**src/hdl/primality_trial_division_6k_assert.svh**
```systemverilog
// Assertion macros for the primality tester RTL.
// Depends on nothing; included by the top level, which checks itself.
`ifndef PRIMALITY_TRIAL_DIVISION_6K_ASSERT_SVH
`define PRIMALITY_TRIAL_DIVISION_6K_ASSERT_SVH

// Same-cycle implication, checked outside reset.
`define PTD6_ASSERT_NOW(label, clk, rst_n, ante, cons, msg) \
  label: assert property (@(posedge clk) disable iff (!rst_n) (ante) |-> (cons)) \
    else $error(msg);

// Next-cycle implication, checked outside reset.
`define PTD6_ASSERT_NEXT(label, clk, rst_n, ante, cons, msg) \
  label: assert property (@(posedge clk) disable iff (!rst_n) (ante) |=> (cons)) \
    else $error(msg);

`endif

```
**src/hdl/ptd6_pkg.sv**
```systemverilog
// Shared types and constants for the 6k+-1 trial-division primality tester.
// Depends on nothing.
`default_nettype none

package ptd6_pkg;

  localparam int DEF_VALUE_BITS = 31;

  // Candidate sequence: 5, 11, 17, ... paired with +2.
  localparam int FIRST_CAND = 5;
  localparam int CAND_STEP  = 6;
  localparam int PAIR_GAP   = 2;
  localparam int SMALL_TWO  = 2;
  localparam int SMALL_THREE = 3;

  typedef enum logic [2:0] {
    ST_IDLE,
    ST_CHECK,
    ST_MOD3,
    ST_DIV_LO,
    ST_DIV_HI
  } ptd6_state_t;

endpackage

`default_nettype wire

```
**src/hdl/ptd6_div.sv**
```systemverilog
// Bit-serial restoring divider: one quotient bit per cycle.
// Depends on nothing outside this file.
`default_nettype none

module ptd6_div #(
  parameter int VALUE_BITS = 31
) (
  input  wire logic                  clk,
  input  wire logic                  rst_n,
  input  wire logic                  go,
  input  wire logic [VALUE_BITS-1:0] dividend,
  input  wire logic [VALUE_BITS-1:0] divisor,
  output logic                       done,
  output logic [VALUE_BITS-1:0]      quotient,
  output logic [VALUE_BITS-1:0]      remainder
);

  localparam int CNT_W = $clog2(VALUE_BITS);

  logic                  run_r,  run_nxt;
  logic                  done_r, done_nxt;
  logic [CNT_W-1:0]      cnt_r,  cnt_nxt;
  logic [VALUE_BITS-1:0] rem_r,  rem_nxt;
  logic [VALUE_BITS-1:0] quo_r,  quo_nxt;
  logic [VALUE_BITS-1:0] dsr_r,  dsr_nxt;
  logic [VALUE_BITS:0]   trial;
  logic [VALUE_BITS:0]   diff;

  // The partial remainder takes the next dividend bit from the top of the
  // quotient register, which fills with quotient bits from below.
  assign trial = {rem_r, quo_r[VALUE_BITS-1]};
  assign diff  = trial - {1'b0, dsr_r};

  always_comb begin
    run_nxt  = run_r;
    done_nxt = 1'b0;
    cnt_nxt  = cnt_r;
    rem_nxt  = rem_r;
    quo_nxt  = quo_r;
    dsr_nxt  = dsr_r;
    if (go) begin
      run_nxt = 1'b1;
      cnt_nxt = '0;
      rem_nxt = '0;
      quo_nxt = dividend;
      dsr_nxt = divisor;
    end else if (run_r) begin
      if (diff[VALUE_BITS]) begin
        rem_nxt = trial[VALUE_BITS-1:0];
        quo_nxt = {quo_r[VALUE_BITS-2:0], 1'b0};
      end else begin
        rem_nxt = diff[VALUE_BITS-1:0];
        quo_nxt = {quo_r[VALUE_BITS-2:0], 1'b1};
      end
      cnt_nxt = cnt_r + 1'b1;
      if (cnt_r == CNT_W'(VALUE_BITS - 1)) begin
        run_nxt  = 1'b0;
        done_nxt = 1'b1;
      end
    end
  end

  always_ff @(posedge clk) begin
    if (!rst_n) begin
      run_r  <= 1'b0;
      done_r <= 1'b0;
      cnt_r  <= '0;
    end else begin
      run_r  <= run_nxt;
      done_r <= done_nxt;
      cnt_r  <= cnt_nxt;
    end
  end

  always_ff @(posedge clk) begin
    rem_r <= rem_nxt;
    quo_r <= quo_nxt;
    dsr_r <= dsr_nxt;
  end

  assign done      = done_r;
  assign quotient  = quo_r;
  assign remainder = rem_r;

endmodule

`default_nettype wire

```
**src/hdl/primality_trial_division_6k.sv**
```systemverilog
// Top level of the 6k+-1 trial-division primality tester.
// Depends on ptd6_pkg, ptd6_div and primality_trial_division_6k_assert.svh.
`default_nettype none

// A word is taken on in_value at a rising edge where start is high and busy
// is low, and exactly one result word follows on out_is_prime, marked by
// out_valid for a single cycle. The receiver cannot stall, so it must take
// the result in that cycle. The block works on one word at a time. Values
// below two, two, three and even values are settled in the check state
// without the divider. Every other value needs one division by three and
// then one division per candidate divisor 5, 7, 11, 13, ... up to the
// square root of the value. The worst case is therefore a large prime,
// which runs the full search; the divider's one-bit-per-cycle loop sets
// the cost of each division.

module primality_trial_division_6k #(
  parameter int VALUE_BITS = ptd6_pkg::DEF_VALUE_BITS
) (
  input  wire logic                  clk,
  input  wire logic                  rst_n,
  input  wire logic                  start,
  output logic                       busy,
  input  wire logic [VALUE_BITS-1:0] in_value,
  output logic                       out_valid,
  output logic                       out_is_prime
);

`include "primality_trial_division_6k_assert.svh"

  localparam logic [VALUE_BITS-1:0] C_TWO   = VALUE_BITS'(ptd6_pkg::SMALL_TWO);
  localparam logic [VALUE_BITS-1:0] C_THREE = VALUE_BITS'(ptd6_pkg::SMALL_THREE);
  localparam logic [VALUE_BITS-1:0] C_FIRST = VALUE_BITS'(ptd6_pkg::FIRST_CAND);
  localparam logic [VALUE_BITS-1:0] C_GAP   = VALUE_BITS'(ptd6_pkg::PAIR_GAP);
  localparam logic [VALUE_BITS-1:0] C_STEP  = VALUE_BITS'(ptd6_pkg::CAND_STEP);

  ptd6_pkg::ptd6_state_t state_r, state_nxt;

  logic [VALUE_BITS-1:0] val_r, val_nxt;
  logic [VALUE_BITS-1:0] cand_r, cand_nxt;
  logic                  res_valid_r, res_valid_nxt;
  logic                  res_prime_r, res_prime_nxt;

  logic                  accept;
  logic                  div_go;
  logic [VALUE_BITS-1:0] div_divisor;
  logic                  div_done;
  logic [VALUE_BITS-1:0] div_quo;
  logic [VALUE_BITS-1:0] div_rem;
  logic                  rem_zero;
  logic                  past_root;

  assign accept    = start && !busy;
  assign rem_zero  = (div_rem == '0);
  // The loop stops once the candidate exceeds value / candidate, which is
  // the overflow-free form of candidate squared exceeding the value.
  assign past_root = (div_quo < cand_r);

  ptd6_div #(
    .VALUE_BITS(VALUE_BITS)
  ) u_div (
    .clk       (clk),
    .rst_n     (rst_n),
    .go        (div_go),
    .dividend  (val_r),
    .divisor   (div_divisor),
    .done      (div_done),
    .quotient  (div_quo),
    .remainder (div_rem)
  );

  // Next-state logic.
  always_comb begin
    state_nxt = state_r;
    unique case (state_r)
      ptd6_pkg::ST_IDLE: begin
        if (accept) state_nxt = ptd6_pkg::ST_CHECK;
      end
      ptd6_pkg::ST_CHECK: begin
        priority if (val_r < C_TWO || val_r == C_TWO || val_r == C_THREE || !val_r[0]) begin
          state_nxt = ptd6_pkg::ST_IDLE;
        end else begin
          state_nxt = ptd6_pkg::ST_MOD3;
        end
      end
      ptd6_pkg::ST_MOD3: begin
        if (div_done) begin
          state_nxt = rem_zero ? ptd6_pkg::ST_IDLE : ptd6_pkg::ST_DIV_LO;
        end
      end
      ptd6_pkg::ST_DIV_LO: begin
        if (div_done) begin
          state_nxt = (past_root || rem_zero) ? ptd6_pkg::ST_IDLE : ptd6_pkg::ST_DIV_HI;
        end
      end
      ptd6_pkg::ST_DIV_HI: begin
        if (div_done) begin
          state_nxt = rem_zero ? ptd6_pkg::ST_IDLE : ptd6_pkg::ST_DIV_LO;
        end
      end
      default: state_nxt = ptd6_pkg::ST_IDLE;
    endcase
  end

  // Output and datapath control.
  always_comb begin
    val_nxt       = val_r;
    cand_nxt      = cand_r;
    res_valid_nxt = 1'b0;
    res_prime_nxt = res_prime_r;
    div_go        = 1'b0;
    div_divisor   = cand_r;
    unique case (state_r)
      ptd6_pkg::ST_IDLE: begin
        if (accept) val_nxt = in_value;
      end
      ptd6_pkg::ST_CHECK: begin
        // Zero and one are not prime, two and three are, and other even
        // values are composite; anything else goes to the divider.
        priority if (val_r < C_TWO) begin
          res_valid_nxt = 1'b1;
          res_prime_nxt = 1'b0;
        end else if (val_r == C_TWO || val_r == C_THREE) begin
          res_valid_nxt = 1'b1;
          res_prime_nxt = 1'b1;
        end else if (!val_r[0]) begin
          res_valid_nxt = 1'b1;
          res_prime_nxt = 1'b0;
        end else begin
          div_go      = 1'b1;
          div_divisor = C_THREE;
        end
      end
      ptd6_pkg::ST_MOD3: begin
        if (div_done) begin
          if (rem_zero) begin
            res_valid_nxt = 1'b1;
            res_prime_nxt = 1'b0;
          end else begin
            cand_nxt    = C_FIRST;
            div_go      = 1'b1;
            div_divisor = C_FIRST;
          end
        end
      end
      ptd6_pkg::ST_DIV_LO: begin
        if (div_done) begin
          priority if (past_root) begin
            res_valid_nxt = 1'b1;
            res_prime_nxt = 1'b1;
          end else if (rem_zero) begin
            res_valid_nxt = 1'b1;
            res_prime_nxt = 1'b0;
          end else begin
            div_go      = 1'b1;
            div_divisor = cand_r + C_GAP;
          end
        end
      end
      ptd6_pkg::ST_DIV_HI: begin
        if (div_done) begin
          if (rem_zero) begin
            res_valid_nxt = 1'b1;
            res_prime_nxt = 1'b0;
          end else begin
            cand_nxt    = cand_r + C_STEP;
            div_go      = 1'b1;
            div_divisor = cand_r + C_STEP;
          end
        end
      end
      default: begin
        res_valid_nxt = 1'b0;
      end
    endcase
  end

  always_ff @(posedge clk) begin
    if (!rst_n) begin
      state_r     <= ptd6_pkg::ST_IDLE;
      res_valid_r <= 1'b0;
    end else begin
      state_r     <= state_nxt;
      res_valid_r <= res_valid_nxt;
    end
  end

  always_ff @(posedge clk) begin
    val_r       <= val_nxt;
    cand_r      <= cand_nxt;
    res_prime_r <= res_prime_nxt;
  end

  assign busy         = (state_r != ptd6_pkg::ST_IDLE);
  assign out_valid    = res_valid_r;
  assign out_is_prime = res_prime_r;

  // A result strobe lasts one cycle, since each word yields one result.
  `PTD6_ASSERT_NEXT(a_strobe_single, clk, rst_n, out_valid, !out_valid, "result strobe held for more than one cycle")
  // A result only appears once the tester has gone back to idle.
  `PTD6_ASSERT_NOW(a_strobe_idle, clk, rst_n, out_valid, !busy, "result shown while still busy")
  // Accepting a word makes the block busy in the next cycle.
  `PTD6_ASSERT_NEXT(a_accept_busy, clk, rst_n, accept, busy, "accepted word did not start work")
  // The divider only finishes while the sequencer is waiting for it.
  `PTD6_ASSERT_NOW(a_div_owned, clk, rst_n, div_done, state_r == ptd6_pkg::ST_MOD3 || state_r == ptd6_pkg::ST_DIV_LO || state_r == ptd6_pkg::ST_DIV_HI, "divider finished outside a division state")
  // Trial candidates of the form 6k-1 are always odd.
  `PTD6_ASSERT_NOW(a_cand_odd, clk, rst_n, state_r == ptd6_pkg::ST_DIV_LO || state_r == ptd6_pkg::ST_DIV_HI, cand_r[0], "even trial candidate")

endmodule

`default_nettype wire

```
**config.mk**
```make
export PLATFORM = sky130hd
export DESIGN_NAME = primality_trial_division_6k
export DESIGN_NICKNAME = d
export VERILOG_FILES = /design/src/hdl/ptd6_pkg.sv /design/src/hdl/ptd6_div.sv /design/src/hdl/primality_trial_division_6k.sv
export VERILOG_INCLUDE_DIRS = /design/src /design/src/hdl
export SDC_FILE = /design/constraint.sdc
export NUM_CORES = 1
export LEC_CHECK = 0
export ABC_CLOCK_PERIOD_IN_PS = 14200
export BUFFER_PORTS_ARGS = -buffer_cell sky130_fd_sc_hd__buf_2
export CORE_MARGIN = 1
export CORE_UTILIZATION = 54
export DETAILED_ROUTE_END_ITERATION = 8
export PLACE_DENSITY = 0.69
export REMOVE_ABC_BUFFERS = 1
export SYNTH_ARGS = -nofsm -noshare
export SYNTH_HDL_FRONTEND = slang
export SYNTH_SLANG_ARGS = --single-unit
export TNS_END_PERCENT = 20
```
**constraint.sdc**
```tcl
create_clock -name clk -period 14.2 [get_ports clk]
set_clock_uncertainty 0.15 [all_clocks]
set_input_delay 2.84 -clock clk [delete_from_list [all_inputs] [get_ports clk]]
set_output_delay 2.84 -clock clk [all_outputs]
set_load 0.02 [all_outputs]
```
Yosys cells after proc, flatten, opt, wreduce, memory -nomap -nowiden
Index checks and enable logic that the tools add are counted.
W data, S select, Z words.

storage, ports and cells
  flip-flop bits (word level) = 167

cells by class
  add/subtract/negate cells = 4
  magnitude comparators = 2
  eq/ne operators = 11
  multiplexer cells = 51
  bitwise operators = 2
  reduce and logical (&&, ||, !) cells = 20

operator list
  kind                     number
  $mux W31                 13
  $pmux W31 S4             1
  $eq A31 B2 Y1 const B    2
  $pmux W31 S2             1
  $sub A32 B31 Y32         1
  $add A31 B2 Y31 const B  1
  $add A31 B3 Y31 const B  1
  $logic_not A31 Y1        1
  $lt A31 B2 Y1 const B    1
  $lt A31 B31 Y1           1
  $mux W1                  26
  $mux W3                  4
  $pmux W3 S4              1
  $pmux W1 S3              3
  $eq A3 B2 Y1 const B     2
  $reduce_bool A3 Y1       2
  $add A5 B1 Y5 const B    1
  $eq A5 B5 Y1 const B     1
  $logic_or A1 B1 Y1       5
  $mux W2                  2
  $ne A2 B1 Y1 const B     2
  $ne A4 B4 Y1 const B     1
  $reduce_and A4 Y1        1
  $reduce_bool A2 Y1       2
  other kinds (11)         14

Logic depth before layout (Yosys ltp)
Gate-level depths: netlist (run 1).

  word-level depth = 6
  mapped depth = 15

Modules after synthesis
A second synthesis (run 1) with hierarchy kept.

second synthesis, totals
  cell total of the unflattened synthesis = 1296
  area, all modules = 11513.5 µm²

by module, submodules not included
  module                       times used  cells each  area each (µm²)
  ptd6_div                     1           616         5988.2
  primality_trial_division_6k  1           680         5525.3

Least setup slack after synthesis (run 1)
OpenSTA, ideal clock, no wires.

  path kind = reg-to-reg
  from = register state_r[2]
  to = register u_div.dsr_r[0] (enable)
  arrival time = 4.380 ns
  data required time = 13.643 ns
  path slack = 9.263 ns
  cell stages (with the launch flop) = 8
  buffers on the path = 2
  period minus slack after synthesis = 4.937 ns
  path through = dfxtp_1 -> clkbuf_1 -> nand2b_1 -> o21ai_0 -> nand2b_1 -> o21ai_1 -> clkinv_1 -> clkbuf_1

on the way
  longest elaborated chain between the ends = 3
  elaborated cells on any way between the ends = 6
  those cells by class = eq/ne: 4; mux: 1; reduce/logical: 1

ends and longest elaborated chain
  what                                                 line                                source
  from (decl)                                          primality_trial_division_6k.sv:36   ptd6_pkg::ptd6_state_t state_r, state_nxt;
  from (signal assigned)                               primality_trial_division_6k.sv:179  state_r <= ptd6_pkg::ST_IDLE;
  from (signal assigned)                               primality_trial_division_6k.sv:182  state_r <= state_nxt;
  $eq A3 B3 Y1 / $eq A3 B2 Y1 (equally long branches)  primality_trial_division_6k.sv:112  unique case (state_r)
  $reduce_or A2 Y1 (no line)                           n/a
  $pmux W1 S3 (*)                                      primality_trial_division_6k.sv:112
  named net div_go                                     primality_trial_division_6k.sv:44   logic div_go;
  to (signal assigned)                                 ptd6_div.sv:78                      dsr_r <= dsr_nxt;
  to (decl)                                            ptd6_div.sv:25                      logic [VALUE_BITS-1:0] dsr_r, dsr_nxt;

The timed path passes the listed nets; every way through them passes the cells marked *.
A chain may end at the register's enable or synchronous reset.

Final worst setup path (run 1)
  from = register state_r[0]
  to = output port busy

on the way
  longest elaborated chain between the ends = 1

ends and longest elaborated chain
  what                line                                source
  $reduce_bool A3 Y1  primality_trial_division_6k.sv:193  assign busy = (state_r != ptd6_pkg::ST_IDLE);
  to (decl)           primality_trial_division_6k.sv:22   output logic busy,

Every way passes these cells.

==> results of run 1 <==
where the power goes:
| group | internal [mW] | switching [mW] | leakage (nW) | total, mW |
|---|---|---|---|---|
| clock network | 0.263 | 0.210 | 0.284 | 0.473 |
| logic | 0.352 | 0.449 | 2.92 | 0.801 |
| registers | 0.619 | 0.0876 | 1.50 | 0.707 |
| total | 1.23 | 0.747 | 4.71 | 1.98 |
area by class of cell:
cell class                 count  area share, %
clock buffer                  17           3.62
timing repair buffer          53           2.62
tap                          265           2.82
sequential                   167           39.1
inverter                      75           2.39
clock inverter                15           1.38
multi-input combinational    889           48.1
state kept, by name, summed over array words and instances (netlist names):
| signal | cells |
|---|---|
| cand_r | 31 |
| out_is_prime | 1 |
| out_valid | 1 |
| state_r | 3 |
| u_div.cnt_r | 5 |
| u_div.done | 1 |
| u_div.dsr_r | 31 |
| u_div.quotient | 31 |
| u_div.remainder | 31 |
| u_div.run_r | 1 |
| val_r | 31 |
worst max-delay path by stage:
stage | startpoint | end | depth (start not counted)
3_3_place_gp | cand_r[22]$_DFFE_PP_ | u_div.remainder[1]$_SDFFE_PP0P_ | 13
2_1_floorplan | state_r[1]$_SDFFE_PN0P_ | u_div.remainder[1]$_SDFFE_PP0P_ | 8
6_report | state_r[0]$_SDFFE_PN0P_ | busy | 2
5_1_grt | cand_r[22]$_DFFE_PP_ | u_div.remainder[1]$_SDFFE_PP0P_ | 13
3_5_place_dp | cand_r[22]$_DFFE_PP_ | u_div.remainder[1]$_SDFFE_PP0P_ | 13
4_1_cts | state_r[0]$_SDFFE_PN0P_ | busy | 2
cells by family (layout without fill, tap and decap cells):
group	after synthesis	in the layout	share of synthesized area (%)
simple gates	419	419	17.9
compound gates	327	327	20.0
flops	167	167	42.8
buf+inv	127	160	4.71
fa+ha+maj	67	67	7.87
xor+xnor	45	45	3.84
mux	31	31	2.90
worst min-delay path, delay by kind of cell, from the launching register on:
family	cells	cell delay, ps
flops	1	340
xor+xnor	1	70
simple gates	1	70
cell usage in the layout (no fill, tap or decap), types with 5 or more instances in the layout:
cell type and count:
nand3_1 26, nor3_1 26, dfxtp_1 41, o22ai_1 11
and2_1 8, o31a_1 6, nor2_1 101, a21o_1 19
inv_6 5, inv_1 73, and3_1 8, a21oi_1 90
nand2b_1 11, buf_4 17, o31ai_1 15, xor2_1 13
nor4_1 23, o21ai_0 68, o311ai_0 7, mux2i_1 30
o21a_1 12, a211oi_1 30, nand2_1 166, nor2b_1 7
edfxtp_1 125, clkbuf_16 17, o211ai_1 7, nand4_1 21
buf_2 36, or3_1 7, xnor2_1 31, ha_1 66
a31oi_1 10
per-layer routing:
layer | vias to the layer above | global-route usage (%) | wire [um]
met2 | 333 | 42.6 | 11800
met1 | 4060 | 35.0 | 11900
met5 | - | 0 | 0
met4 | 0 | 9.90 | 593
met3 | 50 | 4.53 | 1700
li1 | 4404 | - | -
==> flow_metrics.env, run 1 <==
export IMPL_outcome="completed"
export IMPL_clkLatencyLatePin_ps=440
export IMPL_diodes=0
export IMPL_via_per_inst=5.97
export IMPL_worst_ep_arrival_time_ps=1530
export IMPL_cts_sinks=167
export IMPL_fin_ws_ps=9680
export IMPL_drc=0
export IMPL_io_pins=37
export IMPL_wl_um=26000
export IMPL_cts_resized=0
export IMPL_grt_antenna_before_repair=1
export IMPL_ys_async_sr_fraction_pct=0
export IMPL_holdWs_ps=372
export IMPL_seq_area_frac_synth_pct=42.8
export IMPL_row_count=51
export IMPL_hp_start="u_div.cnt_r[4]$_SDFFE_PP0P_"
export IMPL_grt_overflow_total=0
export IMPL_wl_per_cell_um=17.5
export IMPL_synth_cell_types=73
export IMPL_fp_dieArea_um2=20500
export IMPL_stdcell_count=1481
export IMPL_synth_area_leaders="edfxtp_1 35%, dfxtp_1 7.8%, ha_1 7.7%"
export IMPL_r2r_setup_slack_ps=9820
export IMPL_place_inst=1449
export IMPL_worstSetupPathType="flop to output port"
export IMPL_placed_area_um2=11200
export IMPL_tns_ps=0
export IMPL_worstPathCellList="or3_1 -> buf_2"
export IMPL_cts_setup_buffers=0
export IMPL_die_w_um=143
export IMPL_netlist_area_um2=10700
export IMPL_ys_top_cells_by_count="166 x nand2_1, 125 x edfxtp_1, 102 x nor2_1"
export IMPL_max_cap_viol_count=0
export IMPL_max_vdd_ir_drop_v=0.0000962
export IMPL_fp_dieH_um=143
export IMPL_firstDrtPassIters=5
export IMPL_r2r_end="u_div.remainder[1]$_SDFFE_PP0P_"
export IMPL_port_buffers=36
export IMPL_fin_util_pct=60.5
export IMPL_multiInputGateArea_um2=5660
export IMPL_max_stage_delay_ps=460
export IMPL_relSlewSlack_pct=30.8
export IMPL_layout_drive_gt1_share_pct=8.72
export IMPL_place_hpwl_um=18100
export IMPL_core_um2=19500
export IMPL_synth_area_per_cell_um2=9.08
export IMPL_slew_violations=0
export IMPL_synth_top_area_cell="edfxtp_1"
export IMPL_ff2ff_path_depth=13
export IMPL_startpoint_type="flop"
export IMPL_synth_main_ff_cell="edfxtp_1"
export IMPL_fin_area_um2=11800
export IMPL_crit_fanout=15
export IMPL_yosysTopAreaCellShare_pct=34.9
export IMPL_crit_buf_inv=1
export IMPL_synth_edff_count=125
export IMPL_clkSlewWorstSetupHoldPaths_ps=70
export IMPL_power_total_mw=1.98
export IMPL_clock_fmax_ghz=0.221
export IMPL_p_per_area_nw_per_um2=168
export IMPL_start_util_pct=55.2
export IMPL_ys_warn_count=0
export IMPL_synth_seq_cells=167
export IMPL_grt_max_degree=78
export IMPL_crit_family="flip-flops"
export IMPL_first_iter_violations=781
export IMPL_hold_path_depth=2
export IMPL_clockBufferDepth=2
export IMPL_grt_pass1_vias=8138
export IMPL_syn_inst=1183
export IMPL_tritoncts="built"
export IMPL_dp_slack_ps=9850
export IMPL_final_nets=1304
export IMPL_cp_slowest_cell="dfxtp_1"
export IMPL_hold_path_class="flop to flop"
export IMPL_n_fill_cell=1671
export IMPL_grtUsageTotal_pct=26.3
export IMPL_finalWeightedCongestion=0.924
export IMPL_grt_setup_unrepaired="no"
export IMPL_syn_to_final_growth_pct=9.53
export IMPL_whs_endpoint="u_div.cnt_r[4]$_SDFFE_PP0P_"
export IMPL_period_needed_ps=4520
export IMPL_crit_required_ps=11210
export IMPL_hold_viol_final=0
export IMPL_root_buffer="clkbuf_16"
export IMPL_setup_viol=0
export IMPL_grt_pass1_wl_um=41300
export IMPL_synthMostInstantiatedCell="nand2_1"
export IMPL_power_leakage_nw=4.71
export IMPL_r2r_start="cand_r[22]$_DFFE_PP_"
export IMPL_cts_made_buffers=17
export IMPL_regArea_um2=4600
export IMPL_endpoint_kind="output port"
export IMPL_htreeDepth=4
export IMPL_cts_hold_buf=0
export IMPL_min_period_over_period_pct=31.8
export IMPL_via_count=8847
export IMPL_worstMarginPinSlew_ps=1030
export IMPL_drt_antenna_violating_nets=0
Note: power is estimated with default switching activity, not from simulation.
==> run 2: changes to the inputs <==
ABC_AREA = 1   (was default)
ABC_CLOCK_PERIOD_IN_PS = 4500   (was 14200)
clock period = 4.5 ns   (was 14.2 ns; I/O delays follow)
==> run 2 against run 1 <==
  * Area after synthesis is 19% higher
  * Cell area is 17% higher
  * Largest power group unchanged
  * Critical path type is now flop to flop
  * Setup slack worse by 8700 ps
==> flow_metrics.env, run 2 <==
export IMPL_crit_required_ps=4660
export IMPL_worst_ep_arrival_time_ps=3650
export IMPL_outcome="completed"
export IMPL_max_vdd_ir_drop_v=0.000426
export IMPL_startpoint_type="flop"
export IMPL_synth_edff_count=125
export IMPL_cts_hold_buf=0
export IMPL_htreeDepth=4
export IMPL_dr_wl_met3_um=2160
export IMPL_endpoint_kind="flop"
export IMPL_tritoncts="built"
export IMPL_hold_path_depth=2
export IMPL_hold_path_class="flop to flop"
export IMPL_grt_overflow_total=0
export IMPL_synth_main_ff_cell="edfxtp_1"
export IMPL_core_um2=22900
export IMPL_row_count=55
export IMPL_finalWeightedCongestion=0.948
export IMPL_place_hpwl_um=27100
export IMPL_via_count=12300
export IMPL_relSlewSlack_pct=28.6
export IMPL_cts_made_buffers=17
export IMPL_ys_top_cells_by_count="694 x nand2_1, 239 x inv_1, 206 x nor2_1"
export IMPL_power_total_mw=7.43
export IMPL_clock_fmax_ghz=0.287
export IMPL_place_inst=2209
export IMPL_synth_seq_cells=167
export IMPL_drc=0
export IMPL_netlist_area_um2=12800
export IMPL_cts_setup_buffers=0
export IMPL_grt_max_degree=61
export IMPL_wl_per_cell_um=16.4
export IMPL_synthSimpleGateAreaFrac_pct=39.7
export IMPL_period_needed_ps=3480
export IMPL_max_cap_viol_count=0
export IMPL_clockBufferDepth=2
export IMPL_wl_met2_um=17100
export IMPL_first_iter_violations=997
export IMPL_crit_fanout=60
export IMPL_synth_top_family_by_area="simple AND/OR/NAND/NOR gates"
export IMPL_hold_viol_final=0
export IMPL_diodes=0
export IMPL_setup_viol=0
export IMPL_io_pins=37
export IMPL_cts_sinks=167
export IMPL_p_per_area_nw_per_um2=541
export IMPL_synth_xor_area_share_pct=1.92
export IMPL_grt_antenna_before_repair=0
export IMPL_stdcell_count=2241
export IMPL_layout_drive_gt1_share_pct=7.05
export IMPL_synth_top_area_cell="edfxtp_1"
export IMPL_drt_antenna_violating_nets=0
export IMPL_syn_inst=1905
export IMPL_port_buffers=36
export IMPL_ys_async_sr_fraction_pct=0
export IMPL_final_nets=2016
export IMPL_grt_pass1_wl_um=59700
export IMPL_grt_pass1_vias=11600
export IMPL_fp_dieH_um=156
export IMPL_via_per_inst=5.48
export IMPL_cts_resized=0
export IMPL_grtUsageTotal_pct=31.7
export IMPL_die_w_um=156
export IMPL_power_leakage_nw=6.70
export IMPL_syn_to_final_growth_pct=7.40
export IMPL_yosys_area_share_adder_pct=6.61
export IMPL_n_fill_cell=2243
export IMPL_ys_warn_count=0
export IMPL_synthMuxAreaShare_pct=0
export IMPL_wl_um=36800
export IMPL_root_buffer="clkbuf_16"
export IMPL_synthMostInstantiatedCell="nand2_1"
export IMPL_worstMarginPinSlew_ps=1070
export IMPL_worstSetupPathType="flop to flop"
export IMPL_synth_area_per_cell_um2=6.72
export IMPL_start_util_pct=55.9
export IMPL_synth_compound_area_share_pct=5.76
export IMPL_firstDrtPassIters=6
export IMPL_min_period_over_period_pct=77.4
export IMPL_wirelength_met1_um=15800
export IMPL_synth_area_leaders="edfxtp_1 29%, nand2_1 20%, inv_1 7.0%"
export IMPL_grt_setup_unrepaired="no"
export IMPL_clkLatencyLatePin_ps=450
export IMPL_seq_area_frac_synth_pct=35.9
export IMPL_synth_cell_types=47
export IMPL_final_cell_mix="694 x nand2_1, 239 x inv_1, 203 x nor2_1"
export IMPL_maxUsedRoutingLayer="met4"
export IMPL_yosysTopAreaCellShare_pct=29.3
export IMPL_clkSlewWorstSetupHoldPaths_ps=70
export IMPL_ff2ff_path_depth=16
export IMPL_slew_violations=0
export IMPL_final_common_cell="nand2_1"
export IMPL_fp_dieArea_um2=24300
export IMPL_tns_ps=0
run 2: worst max-delay path: stages, from the launching register on:
cell	delay, ps
edfxtp_1	420
clkinv_1	250
ha_1	380
nand2_1	50
nor2_1	150
nor2b_1	210
nand2_1	80
nor2_1	90
nand2_1	90
nand2_2	70
nand2_1	70
nand2_2	120
nand2_2	90
nand2_4	590
buf_4	330
nand2_1	80
nand2_1	70
run 2: worst paths after layout:
path,slack [ps],from,endpoint
worst max register to register,1020,cand_r[28]$_DFFE_PP_,u_div.quotient[10]$_DFFE_PP_
worst min-delay path,360,u_div.remainder[23]$_SDFFE_PP0P_,u_div.remainder[23]$_SDFFE_PP0P_
worst min register to register,360,u_div.remainder[23]$_SDFFE_PP0P_,u_div.remainder[23]$_SDFFE_PP0P_
worst max-delay path,1020,cand_r[28]$_DFFE_PP_,u_div.quotient[10]$_DFFE_PP_
run 2: area by class of cell:
type | count | area, um2 | area share, %
multi-input cells | 1415 | 6920 | 50.3
repair buffers | 53 | 308 | 2.24
well taps | 313 | 392 | 2.85
clock inverters | 15 | 128 | 0.928
flip-flops and latches | 167 | 4590 | 33.4
clock buffers | 17 | 425 | 3.09
inverters | 261 | 980 | 7.13
run 2: logic make-up after synthesis:
family	after synthesis
buffers and inverters	323
XOR/XNOR	28
AND/OR/NAND/NOR	1199
flip-flops	167
adder cells (fa/ha/maj)	67
AO/OA/AOI/OAI	121
run 2: report_power, final:
group	switching, mW	internal, mW
Clock	0.700	0.728
Sequential	0.332	2.29
Combinational	2.38	1.00
run 2: stage by stage:
stage / area (um2) / setup slack (ps) / util, % / hold WS, ps
after floorplan: 12500 / 196 / - / 329
after global placement: 13200 / 1160 / 57.6 / 345
after detailed placement: 13200 / 1070 / 57.6 / 348
after CTS: 13700 / 1060 / 60.0 / 360
after global routing: 13700 / 697 / 60.0 / 380
final: 13700 / 1020 / 60.0 / 359
run 2: routing by layer:
metal	up-vias	GRT usage, %
li1	6180	-
met1	5558	40.5
met2	451	53.1
met3	99	3.47
met4	0	15.8
met5	-	0
